[src/sv/mas_pkg.sv]
// Shared types, constants and helpers for the matrix add/subtract/multiply unit.
package mas_pkg;

  localparam int MAX_DIM_DEF = 8;
  localparam int ELEM_W      = 32;
  localparam int IDX_OUT_W   = 3;
  localparam int REG_DIM_W   = 4;
  localparam int OP_W        = 2;
  localparam int CFG_W       = 4;
  localparam int CFG_IDX_W   = 3;

  localparam logic [REG_DIM_W-1:0] DIM_RESET = 4'd8;

  // Configuration register indexes.
  localparam logic [CFG_IDX_W-1:0] CFG_OPERATION = 3'd0;
  localparam logic [CFG_IDX_W-1:0] CFG_ROWS_A    = 3'd1;
  localparam logic [CFG_IDX_W-1:0] CFG_COLS_A    = 3'd2;
  localparam logic [CFG_IDX_W-1:0] CFG_ROWS_B    = 3'd3;
  localparam logic [CFG_IDX_W-1:0] CFG_COLS_B    = 3'd4;

  // Operation codes as written to the operation register.
  localparam logic [OP_W-1:0] OP_ADD = 2'd0;
  localparam logic [OP_W-1:0] OP_SUB = 2'd1;
  localparam logic [OP_W-1:0] OP_MUL = 2'd2;

  typedef enum logic [1:0] {
    ALU_ADD,
    ALU_SUB,
    ALU_MUL
  } alu_op_t;

  typedef struct packed {
    logic    valid;
    logic    first;
    logic    last;
    alu_op_t op;
  } alu_ctl_t;

  typedef enum logic [1:0] {
    ST_LOAD,
    ST_RUN,
    ST_DRAIN,
    ST_OUT
  } seq_state_t;

  // Zero counts as one, anything above the supported size saturates.
  function automatic logic [REG_DIM_W-1:0] clamp_dim(input logic [REG_DIM_W-1:0] d,
                                                     input int unsigned maxd);
    if (d == '0) begin
      return REG_DIM_W'(1);
    end else if (int'(d) > maxd) begin
      return REG_DIM_W'(maxd);
    end
    return d;
  endfunction

endpackage

[src/sv/mas_ram.sv]
// Single write port, single registered read port element memory.
module mas_ram
  import mas_pkg::*;
#(
  parameter int DEPTH = MAX_DIM_DEF * MAX_DIM_DEF,
  parameter int AW    = 6
) (
  input  logic              clk,
  input  logic              we,
  input  logic [AW-1:0]     waddr,
  input  logic [ELEM_W-1:0] wdata,
  input  logic [AW-1:0]     raddr,
  output logic [ELEM_W-1:0] rdata
);

  logic [ELEM_W-1:0] mem [0:DEPTH-1];
  logic [ELEM_W-1:0] rdata_r;

  always_ff @(posedge clk) begin
    if (we) begin
      mem[waddr] <= wdata;
    end
  end

  always_ff @(posedge clk) begin
    rdata_r <= mem[raddr];
  end

  assign rdata = rdata_r;

endmodule

[config.mk]
export PLATFORM = sky130hd
export DESIGN_NAME = mas_ram
export DESIGN_NICKNAME = d
export VERILOG_FILES = /design/src/sv/mas_pkg.sv /design/src/sv/mas_ram.sv
export SDC_FILE = /design/constraint.sdc
export NUM_CORES = 2
export LEC_CHECK = 0
export BUFFER_PORTS_ARGS = -buffer_cell sky130_fd_sc_hd__buf_2
export CORE_ASPECT_RATIO = 0.9
export CORE_UTILIZATION = 55
export DETAILED_ROUTE_END_ITERATION = 10
export MAX_ROUTING_LAYER = met4
export PLACE_DENSITY = 0.74
export SLEW_MARGIN = 10
export SYNTH_ARGS = -nofsm -noshare
export SYNTH_HDL_FRONTEND = slang
export SYNTH_SLANG_ARGS = --single-unit
[constraint.sdc]
create_clock -name clk -period 4 [get_ports clk]
set_input_delay 1 -clock clk [delete_from_list [all_inputs] [get_ports clk]]
set_output_delay 1 -clock clk [all_outputs]
set_load 0.05 [all_outputs]
==> qor.csv <==
stage;metric;value;unit
outcome;status;complete, no violations;
pwr;worst vdd ir;0.442;mV
clocking;Clk pin slew, worst setup/hold paths;0.07;ns
grt;first-pass GRT wire length;282000;um
floorplan;io pins;78;
floorplan;Die H;360;um
worst_setup_path;CP peak stage delay;0.61;ns
sta;Worst-Margin Slew;1.29;ns
yosys;cells after synthesis;3324;
grt;all-layer global routing usage;0.291;
sta;Final setup viols;0;
pwr;PD cells;501;nW/um^2
worst_setup_path;Buf/Inv on CP;3;
sta;Final Hold Viols;0;
clocking;H-tree depth;4;
final_layout;share of cells above drive strength 1;0.313;
worst_setup_path;CP endpoint kind;register;
routing;Residual DRC;0;
yosys;syn_nets;3370;
yosys;FF+latch count, synth;2080;
sta;Slew headroom;0.143;
worst_setup_path;crit path cell chain;buf_8, buf_4, buf_4, mux4_2, mux4_2, o22ai_1, nor2_1;
worst_setup_path;Top delay family on crit path;buffers and inverters;
placement;GPL Wtd Cong;0.820;
final_layout;Final Net Count;3679;
clocking;# hold bufs at CTS;0;
sta;RSZ-0062 raised after global routing;false;
sta;fmax;0.310;GHz
final_layout;post-route cell area;89500;sq um
pwr;Pleak;28.1;nW
sta;Period Utilization, post-route;0.805;
floorplan;row cnt;131;
placement;DP Area;83200;sq um
worst_setup_path;WP data required;4.63;ns
yosys;Synthesis Warnings;0;
floorplan;die outline area;144000;sq um
flow_run;number of max-cap violations;0;
clocking;Post CTS Setup Buffer Count;0;
worst_setup_path;Crit Path Category;in -> reg;
worst_setup_path;CP max stage cell;o22ai_1;
yosys;number of flops mapped to enable cells by yosys;2048;
sta;clk_skew;0.0285;ns
routing;via count;38200;
routing;Detailed Route WL;201000;um
clocking;CTS resizes;0;
clocking;Max clock buf depth;3;
grt;vias in the first global route;38600;
yosys;Async SR Flop Fraction;0;
clocking;CTS sink cnt;2080;
yosys;share of the yosys chip area belonging to registers;0.791;
routing;post-route ant nets;0;
grt;gr ovfl total;0;
placement;port bufs;77;
sta;Slew Viols, Final;0;
routing;routed vias/inst;6.72;
sta;Setup TNS;0;ns
yosys;Avg Cell Area, Syn;23.6;sq um
routing;DR pass1 iterations;6;
floorplan;Initial Utilization;0.554;
clocking;CTS Buf Count;190;
final_layout;Area Overhead vs Synth;14.0;%
clocking;CTS tree;built;
floorplan;Die Wd;400;um
routing;routed len/inst;35.5;um
yosys;Syn Std Cell Area;78500;sq um
routing;Iteration-0 DRC Markers;4915;
clocking;Worst-Skew Late Latency;0.82;ns
final_layout;fillcell total;9053;
floorplan;Placeable Area;142000;sq um
worst_setup_path;CP Launch Type;input pin;
placement;detailed placement HPWL;110000;um
worst_setup_path;Arrival @ worst endpoint;3.86;ns
hold_path;Hold Path Class;in -> reg;
worst_setup_path;crit-path max FO;41;
grt;initial antenna violation count;23;
sta;minimum clock period;3.22;ns
yosys;Synth cell types;34;
yosys;Main synth FF type;edfxtp_1;
grt;largest net degree at the start of global routing;65;
clocking;CTS root buf;clkbuf_16;
worst paths after layout:
kind                    start         end  slack [ns]  depth (start not counted)
setup / recovery     raddr[1]   rdata[23]        0.78                          7
hold / removal       wdata[2]  mem[33][2]        0.71                          2
setup reg to reg  mem[35][23]   rdata[23]        1.55                          4
hold reg to reg   mem[29][20]   rdata[20]        0.72                          4
registers in the layout (all words and copies together), names as in the netlist:
name,flops
rdata,32
mem,2048
synth_stat cells, drive strengths merged, types with 4 or more instances:
cell    count  area (sq um)
o32ai       4          35.0
nand3b      5          37.5
dfxtp      32           641
a21oi      62           310
a41o        4          40.0
a311oi      8          70.1
nor3        7          35.0
mux4      544         12300
clkbuf     74           278
and3        4          25.0
nor2b      15          93.8
or3b        5          43.8
nand2      26          97.6
a22oi      12          90.1
nand2b      8          50.1
edfxtp   2048         61500
buf       108           608
o22ai      84           526
nor2      137           514
nand3       5          25.0
mux2i      93           931
o221ai     27           236
layout by cell type, fill, tap and decap left out, types with 3 or more instances in the layout:
cell type,n
a21oi_1,62
a22oi_1,12
a311oi_1,8
a41o_1,4
and3_1,4
buf_12,56
buf_2,72
buf_4,167
buf_8,3
bufinv_16,16
clkbuf_1,49
clkbuf_16,198
clkbuf_8,14
clkinv_1,30
clkinv_2,41
clkinvlp_4,4
dfxtp_1,32
diode_2,19
edfxtp_1,2048
mux2i_1,93
mux4_2,544
nand2_1,26
nand2b_1,7
nand3_1,5
nand3b_1,5
nor2_1,75
nor2_4,62
nor2b_1,15
nor3_1,5
o221ai_1,27
o22ai_1,84
o32ai_1,4
or3_1,3
or3b_2,3
cell type report:
type                    count  area [sq um]  area share
diodes                     19          47.5    0.000531
clock inverters            95           882     0.00986
repair buffers            299          2790      0.0312
clock buffers             261          5330      0.0596
multi-input cells        1062         16000       0.179
flip-flops and latches   2080         62100       0.694
well taps                1862          2330      0.0260
layer usage:
layer	GRT usage	vias up	wire length (um)
li1	-	14900	-
met1	0.380	20100	71600
met2	0.435	2693	95300
met3	0.0916	458	27100
met4	0.101	0	7270
met5	-	-	0
cells by family (layout without fill, tap and decap cells):
kind of cell    Yosys count  in the layout  synth area share
other cells               0             19                 0
compound gates          202            202            0.0167
simple gates            223            223            0.0127
flops                  2080           2080             0.791
mux                     637            637             0.168
buf+inv                 182            655            0.0113
metrics by stage:
stage	power, mW	setup slack [ns]	cells	hold slack [ns]	util
3_3_place_gp	27.1	0.0867	5302	0.715	0.588
2_1_floorplan	26.0	0.348	3324	0.663	-
6_report	44.8	0.778	5678	0.714	0.632
5_1_grt	45.9	0.572	5675	0.708	0.632
4_1_cts	45.0	0.859	5658	0.672	0.632
3_5_place_dp	27.1	0.0769	5302	0.730	0.588
power by group:
group / internal (mW) / total [mW] / switching (mW) / leakage, nW
Combinational: 0.879 / 2.47 / 1.59 / 6.30
Clock: 10.3 / 18.1 / 7.78 / 3.06
Sequential: 24.1 / 24.2 / 0.107 / 18.7
Total: 35.4 / 44.8 / 9.48 / 28.1
No activity file was read; power rests on OpenSTA's default activity.
