===== config.mk =====
export PLATFORM = sky130hd
export DESIGN_NAME = mas_alu
export DESIGN_NICKNAME = d
export VERILOG_FILES = /design/src/sv/mas_pkg.sv /design/src/sv/mas_alu.sv
export SDC_FILE = /design/constraint.sdc
export NUM_CORES = 1
export LEC_CHECK = 0
export BUFFER_PORTS_ARGS = -buffer_cell sky130_fd_sc_hd__clkbuf_2
export CORE_MARGIN = 2
export CORE_UTILIZATION = 35
export CTS_BUF_LIST = sky130_fd_sc_hd__clkbuf_2
export DETAILED_ROUTE_END_ITERATION = 10
export MAX_ROUTING_LAYER = met4
export SLEW_MARGIN = 10
export SYNTH_ARGS = -nofsm -noshare
export SYNTH_HDL_FRONTEND = slang
export SYNTH_SLANG_ARGS = --single-unit

===== constraint.sdc =====
create_clock -name clk -period 11.6 [get_ports clk]
set_input_delay 1.74 -clock clk [delete_from_list [all_inputs] [get_ports clk]]
set_output_delay 1.74 -clock clk [all_outputs]
set_load 0.01 [all_outputs]

===== src/sv/mas_pkg.sv =====
// Shared types, constants and helpers for the matrix add/subtract/multiply unit.
package mas_pkg;

  localparam int MAX_DIM_DEF = 8;
  localparam int ELEM_W      = 32;
  localparam int IDX_OUT_W   = 3;
  localparam int REG_DIM_W   = 4;
  localparam int OP_W        = 2;
  localparam int CFG_W       = 4;
  localparam int CFG_IDX_W   = 3;

  localparam logic [REG_DIM_W-1:0] DIM_RESET = 4'd8;

  // Configuration register indexes.
  localparam logic [CFG_IDX_W-1:0] CFG_OPERATION = 3'd0;
  localparam logic [CFG_IDX_W-1:0] CFG_ROWS_A    = 3'd1;
  localparam logic [CFG_IDX_W-1:0] CFG_COLS_A    = 3'd2;
  localparam logic [CFG_IDX_W-1:0] CFG_ROWS_B    = 3'd3;
  localparam logic [CFG_IDX_W-1:0] CFG_COLS_B    = 3'd4;

  // Operation codes as written to the operation register.
  localparam logic [OP_W-1:0] OP_ADD = 2'd0;
  localparam logic [OP_W-1:0] OP_SUB = 2'd1;
  localparam logic [OP_W-1:0] OP_MUL = 2'd2;

  typedef enum logic [1:0] {
    ALU_ADD,
    ALU_SUB,
    ALU_MUL
  } alu_op_t;

  typedef struct packed {
    logic    valid;
    logic    first;
    logic    last;
    alu_op_t op;
  } alu_ctl_t;

  typedef enum logic [1:0] {
    ST_LOAD,
    ST_RUN,
    ST_DRAIN,
    ST_OUT
  } seq_state_t;

  // Zero counts as one, anything above the supported size saturates.
  function automatic logic [REG_DIM_W-1:0] clamp_dim(input logic [REG_DIM_W-1:0] d,
                                                     input int unsigned maxd);
    if (d == '0) begin
      return REG_DIM_W'(1);
    end else if (int'(d) > maxd) begin
      return REG_DIM_W'(maxd);
    end
    return d;
  endfunction

endpackage


===== src/sv/mas_alu.sv =====
// Shared arithmetic unit: one add/subtract/multiply stage followed by an accumulator.
module mas_alu
  import mas_pkg::*;
(
  input  logic              clk,
  input  logic              rst_n,
  input  alu_ctl_t          ctl,
  input  logic [ELEM_W-1:0] x,
  input  logic [ELEM_W-1:0] y,
  output logic [ELEM_W-1:0] acc,
  output logic              done
);

  alu_ctl_t          ctl_d1_r;
  alu_ctl_t          ctl_d2_r;
  logic [ELEM_W-1:0] res_nxt;
  logic [ELEM_W-1:0] res_r;
  logic [ELEM_W-1:0] acc_r;
  logic              done_r;
  logic [ELEM_W-1:0] prod;

  // Operands arrive in the cycle after the control word, as the memories register their reads.
  assign prod = x * y;

  always_comb begin
    case (ctl_d1_r.op)
      ALU_MUL: res_nxt = prod;
      ALU_SUB: res_nxt = x - y;
      ALU_ADD: res_nxt = x + y;
      default: res_nxt = x + y;
    endcase
  end

  always_ff @(posedge clk) begin
    if (!rst_n) begin
      ctl_d1_r <= '0;
      ctl_d2_r <= '0;
      done_r   <= 1'b0;
    end else begin
      ctl_d1_r <= ctl;
      ctl_d2_r <= ctl_d1_r;
      done_r   <= ctl_d2_r.valid && ctl_d2_r.last;
    end
  end

  always_ff @(posedge clk) begin
    res_r <= res_nxt;
    if (ctl_d2_r.valid) begin
      acc_r <= ctl_d2_r.first ? res_r : acc_r + res_r;
    end
  end

  assign acc  = acc_r;
  assign done = done_r;

endmodule


==> flow_summary_export.csv, run 1 <==
group,metric,value,unit
clocking,path_clk_slew,0.29,ns
synthesis,synth_cells,2473,
sta,fmax,115.0,MHz
global_route,antenna_found_initial,1,
synthesis,ys_top_cells_by_area,"fa_1, ha_1, and2_1",
sta,tightest_slew,0.9658,ns
status,status,"complete, no violations",
sta,finalSetupViolations,0,
sta,max_slew_margin,35.61,%
clocking,numCtsBuffers,9,
synthesis,synth_ff_type,"dfxtp_1",
clocking,root_buffer,"clkbuf_2",
synthesis,synth_seq_cells,73,
sta,rsz0062_at_grt,"false",
clocking,cts_resized,0,
synthesis,synth_cell_types,64,
layout,nNetsFinal,3146,
synthesis,synth_area,21880,um2
sta,fin_crit_sh,74.95,%
die,fp.dieW,254.0,um
die,dieArea,64530,um2
drt,dr.first_iter.drc_count,1092,
global_route,grt_overflow,0,
synthesis,synth.top_cell.area_share,37.51,%
sta,hold_violations,0,
synthesis,synth_nets,3141,
clocking,clock_path_buffers,2,
clocking,cts_sinks,73,
die,die_h,254.0,um
synthesis,yosysSeqAreaShare,8.143,%
place,gp_congestion,0.9139,
clocking,clk_latency,0.58,ns
drt,routedWlPerCell,19.42,um
place,io_buffers,103,
sta,finalMaxSlewViolations,0,
drt,wl,64480,um
die,core,61710,um2
layout,drive_gt1_share,5.840,%
sta,finalSetupTns,0,ns
layout,area_delta_synth_final,6.015,%
synthesis,syn_avg_cell_area,8.848,um2
drt,ant_nets,0,
run,cap_violations,0,
synthesis,async_flop_share,0,%
critical_path,crit_required,12.14,ns
die,ios,104,
clocking,cts_tree,"done",
drt,vias,17220,
clocking,htreeDepth,3,
sta,skew,0.07682,ns
synthesis,yosysMostFrequentCell,"fa_1",
critical_path,worstPathArrival,9.23,ns
drt,post_drt_via_cell_ratio,5.185,
synthesis,yosysWarnings,0,
global_route,grt_use_total,21.04,%
critical_path,worstPathMaxFanout,30,
global_route,grt_max_degree,65,
clocking,holdBufCountCts,0,
global_route,grt_pass1_vias,18420,
synthesis,synth_top_cell_by_area,"fa_1",
global_route,grt_pass1_wl,101500,um
clocking,cts_setup_buffers,0,
place,hpwl,49550,um
critical_path,critPathKind,"in -> reg",
drt,drc,0,
layout,fillers,6325,
die,initial_core_util,35.46,%
critical_path,worstSetupEndpointType,"flip-flop",
min_path,hold_class,"reg -> reg",
drt,dr.pass1.iters,7,
synthesis,synthTopCellsByCount,"fa_1, inv_1, and2_1, nand2_1, ha_1",
synthesis,synth_edf_count,32,
critical_path,start_kind,"primary input",
die,rows,91,
sta,post-route-min-period,8.694,ns
area by class of cell:
| type | instances | area, um2 | share of cell area [%] |
|---|---|---|---|
| diodes | 1 | 2.502 | 0.01079 |
| well taps | 837 | 1047 | 4.515 |
| inverters | 401 | 1505 | 6.489 |
| clock inverters | 6 | 67.56 | 0.2913 |
| repair buffers | 116 | 613.1 | 2.643 |
| multi-input cells | 1877 | 18130 | 78.15 |
| clock buffers | 10 | 50.05 | 0.2158 |
| flip-flops and latches | 73 | 1783 | 7.686 |
cells by family after synthesis:
logic type	synth area share [%]
AND/OR/NAND/NOR	18.38
adder cells (fa/ha/maj)	48.20
buffers and inverters	9.018
AO/OA/AOI/OAI	9.281
XOR/XNOR	6.599
flip-flops	8.143
multiplexers	0.3717
flip-flops by register name, indices dropped and copies added (netlist names):
register / count
acc: 32
res_r: 32
ctl_d1_r: 5
ctl_d2_r: 3
done: 1
worst max-delay path: stages:
cell       delay, ns
clkbuf_2        0.45
and2_1          0.38
fa_1            0.57
fa_1            0.45
fa_1            0.51
inv_1           0.05
fa_1            0.47
inv_1           0.05
fa_1            0.49
inv_1           0.05
fa_1            0.52
inv_1           0.06
fa_1            0.38
fa_1            0.47
ha_1            0.37
a21o_1          0.20
a21o_1          0.17
a21o_1          0.18
a2111oi_0       0.43
nor3_1          0.21
nor4_1          0.37
nor2_1          0.11
or3_1           0.32
a32oi_1         0.19
cells in the final DEF, fill, tap and decap left out, types with 4 or more instances in the layout:
cell,count
a2111oi_0,5
a211oi_1,13
a21boi_0,4
a21o_1,32
a21oi_1,80
a31oi_1,4
and2_1,320
and3_1,4
buf_4,13
clkbuf_2,113
dfxtp_1,40
edfxtp_1,32
fa_1,410
ha_1,187
inv_1,401
mux2i_1,7
nand2_1,303
nand2b_1,12
nand3_1,21
nand3b_1,5
nand4_1,6
nor2_1,61
nor2b_1,7
nor3_1,22
nor4_1,6
o2111ai_1,4
o211ai_1,8
o21a_1,22
o21ai_0,84
o21bai_1,11
o22ai_1,4
o311ai_0,4
o31ai_1,16
o41ai_1,4
or3_1,8
xnor2_1,99
xor2_1,64
metal layers:
layer | track usage (%) | vias to the layer above | part of all wire, %
li1 | - | 7711 | -
met1 | 27.29 | 8829 | 43
met2 | 35.71 | 582 | 49
met3 | 1.557 | 98 | 5.4
met4 | 5.311 | 0 | 2.4
met5 | - | - | 0
worst paths after layout:
check,from,to,slack [ns],cells after the start
setup / recovery,y[5],res_r[30]$_DFF_P_,2.91,24
hold / removal,ctl_d1_r[2]$_SDFF_PN0_,ctl_d2_r[2]$_SDFF_PN0_,0.47,1
setup reg to reg,ctl_d1_r[1]$_SDFF_PN0_,res_r[20]$_DFF_P_,6.79,13
hold reg to reg,ctl_d1_r[2]$_SDFF_PN0_,ctl_d2_r[2]$_SDFF_PN0_,0.47,1
through the flow:
| step | utilization (%) | setup slack, ns | area [um2] | hold WS, ns | std cells |
|---|---|---|---|---|---|
| finish | 37.59 | 2.906 | 23200 | 0.4695 | 3321 |
| global route | 37.59 | 2.558 | 23200 | 0.4925 | 3321 |
| CTS | 37.59 | 2.940 | 23190 | 0.4734 | 3320 |
| detailed placement | 37.40 | 2.282 | 23080 | 0.4191 | 3304 |
| global placement | 37.40 | 2.276 | 23080 | 0.4189 | 3304 |
| floorplan | - | 2.979 | 21880 | 0.4118 | 2473 |
Power of run 1 is left out: the tool's default activity adds up to more than one toggle a clock period on the data nets, which glitch-free logic cannot reach.
==> run 2: changes to the inputs <==
Clock period 11.6 ns to 7 ns, I/O delays scaled along.
==> run 2 against run 1 <==
Clock skew fell by 0.012 ns. Hold slack got worse by 0.0018 ns. Count of clock-buffer cells in the layout is 1 lower. Global-route usage grew 1.5 points. First-iteration DRC count fell by 13%. Flip-flop and latch count did not move. Final cell count up 6.7%. Die area unchanged. Via count up 3.4%. The flow now finishes with violations (setup timing). Core utilization increased by 3.6 points. Highest routed layer unchanged.
==> flow_summary_export.csv, run 2 (synthesized netlist as in run 1, its figures left out) <==
group,metric,value,unit
critical_path,crit_end,"res_r[30]$_DFF_P_",
drt,dr.pass1.iters,8,
drt,wl_met3,3320,um
critical_path,rrSetupSlack,2.62,ns
drt,wl_met2,34480,um
die,dieArea,64530,um2
die,die_h,254.0,um
sta,skew,0.06444,ns
global_route,grt_use_total,22.58,%
sta,finalWorstSetupSlack,-0.1936,ns
layout,fillers,6225,
status,status,"finished, violations left",
critical_path,crit_start,"y[5]",
clocking,htreeDepth,3,
die,initial_core_util,35.46,%
drt,top_layer,"met4",
sta,finalSetupViolations,2,
sta,hold_violations,0,
sta,fmax,139.0,MHz
global_route,antenna_found_initial,5,
drt,post_drt_via_cell_ratio,5.023,
clocking,cts_tree,"done",
critical_path,crit_required,7.48,ns
layout,drive_gt1_share,15.36,%
drt,routedWlPerCell,19.46,um
die,fp.dieW,254.0,um
critical_path,r2r-end,"res_r[20]$_DFF_P_",
critical_path,start_kind,"primary input",
critical_path,critPathKind,"in -> reg",
sta,finalMaxSlewViolations,0,
global_route,grt_pass1_wl,108600,um
clocking,numCtsBuffers,9,
drt,ant_nets,0,
clocking,clock_path_buffers,2,
drt,dr.first_iter.drc_count,951,
status,violations,"setup timing",
clocking,path_clk_slew,0.21,ns
global_route,grt_max_degree,65,
critical_path,worstPathMaxFanout,7,
run,cap_violations,0,
layout,nNetsFinal,3364,
clocking,clk_latency,0.58,ns
sta,post-route-min-period,7.194,ns
place,hpwl,59980,um
drt,met1_length,29500,um
drt,vias,17800,
min_path,hold_class,"reg -> reg",
critical_path,reg2reg_depth,13,
critical_path,worstSetupEndpointType,"flip-flop",
die,ios,104,
sta,rsz0062_at_grt,"true",
clocking,root_buffer,"clkbuf_2",
place,gp_congestion,0.9528,
sta,max_slew_margin,40.53,%
critical_path,rr_startpoint,"ctl_d1_r[0]$_SDFF_PN0_",
place,io_buffers,103,
clocking,cts_sinks,73,
layout,area_delta_synth_final,16.06,%
sta,tightest_slew,0.8901,ns
sta,finalSetupTns,-0.2537,ns
sta,fin_crit_sh,102.8,%
drt,drc,0,
drt,wl,68980,um
die,core,61710,um2
layout,most-common-layout-cells,"inv_1, fa_1, and2_1, nand2_1, buf_4",
layout,seq_area,1783,um2
die,rows,91,
layout,multi_input_area,18370,um2
global_route,grt_overflow,0,
global_route,grt_pass1_vias,19220,
critical_path,worstPathArrival,7.67,ns
-- run 2: timing repair --
item / CTS / global route
resized for setup: 16 / 116
endpoints found under the setup margin: 6 / 17
buffers inserted: 0 / 1
pin swaps: 2 / 26
hold buffers: 0 / 0
-- run 2: how the worst min path moves through the flow --
stage / start / end / cells after the start / slack, ns
2_1_floorplan: ctl_d1_r[2]$_SDFF_PN0_ / ctl_d2_r[2]$_SDFF_PN0_ / 1 / 0.41
3_3_place_gp: ctl_d1_r[2]$_SDFF_PN0_ / ctl_d2_r[2]$_SDFF_PN0_ / 1 / 0.42
3_5_place_dp: ctl_d1_r[4]$_SDFF_PN0_ / ctl_d2_r[4]$_SDFF_PN0_ / 1 / 0.42
4_1_cts: ctl_d1_r[4]$_SDFF_PN0_ / ctl_d2_r[4]$_SDFF_PN0_ / 1 / 0.48
5_1_grt: ctl_d1_r[2]$_SDFF_PN0_ / ctl_d2_r[2]$_SDFF_PN0_ / 1 / 0.49
6_report: ctl_d1_r[2]$_SDFF_PN0_ / ctl_d2_r[2]$_SDFF_PN0_ / 1 / 0.47
-- run 2: cell type report --
cell class              instances  area share (%)
flip-flops and latches         73           7.021
repair buffers                334           9.987
clock buffers                   9          0.1774
well taps                     837           4.124
inverters                     401           5.927
clock inverters                 7          0.3745
multi-input cells            1877           72.33
diodes                          6         0.05912
-- run 2: through the flow --
stage | cells | util [%] | setup slack, ns | hold WS (ns) | instance area, um2
final | 3544 | 41.15 | -0.1936 | 0.4677 | 25390
after global routing | 3543 | 41.15 | -0.3051 | 0.4946 | 25390
after CTS | 3537 | 40.56 | -0.1793 | 0.4750 | 25030
after detailed placement | 3521 | 40.24 | -1.019 | 0.4194 | 24830
after global placement | 3521 | 40.24 | -0.9040 | 0.4189 | 24830
after floorplan | 2473 | - | -0.4630 | 0.4118 | 22010
-- run 2: critical path, stage by stage --
cell	delay, ns
buf_8	0.13
and2_1	0.19
fa_1	0.45
fa_1	0.52
fa_1	0.53
inv_2	0.05
fa_1	0.52
inv_1	0.05
fa_1	0.49
inv_2	0.04
fa_2	0.53
inv_2	0.04
fa_2	0.54
fa_2	0.45
ha_4	0.18
buf_4	0.14
o21a_1	0.17
o21ai_0	0.22
a21oi_2	0.11
a21oi_1	0.23
nor3_2	0.10
nor4_2	0.20
buf_4	0.17
nor2_2	0.04
or3_1	0.32
a32oi_1	0.20
-- run 2: layer usage --
metal  GRT usage, %  vias to the layer above
met5              -                        -
met4          5.849                        0
met3          1.936                       73
met2          38.54                      482
met1          28.87                     9084
li1               -                     8163
Power of run 2 is left out for the same reason.
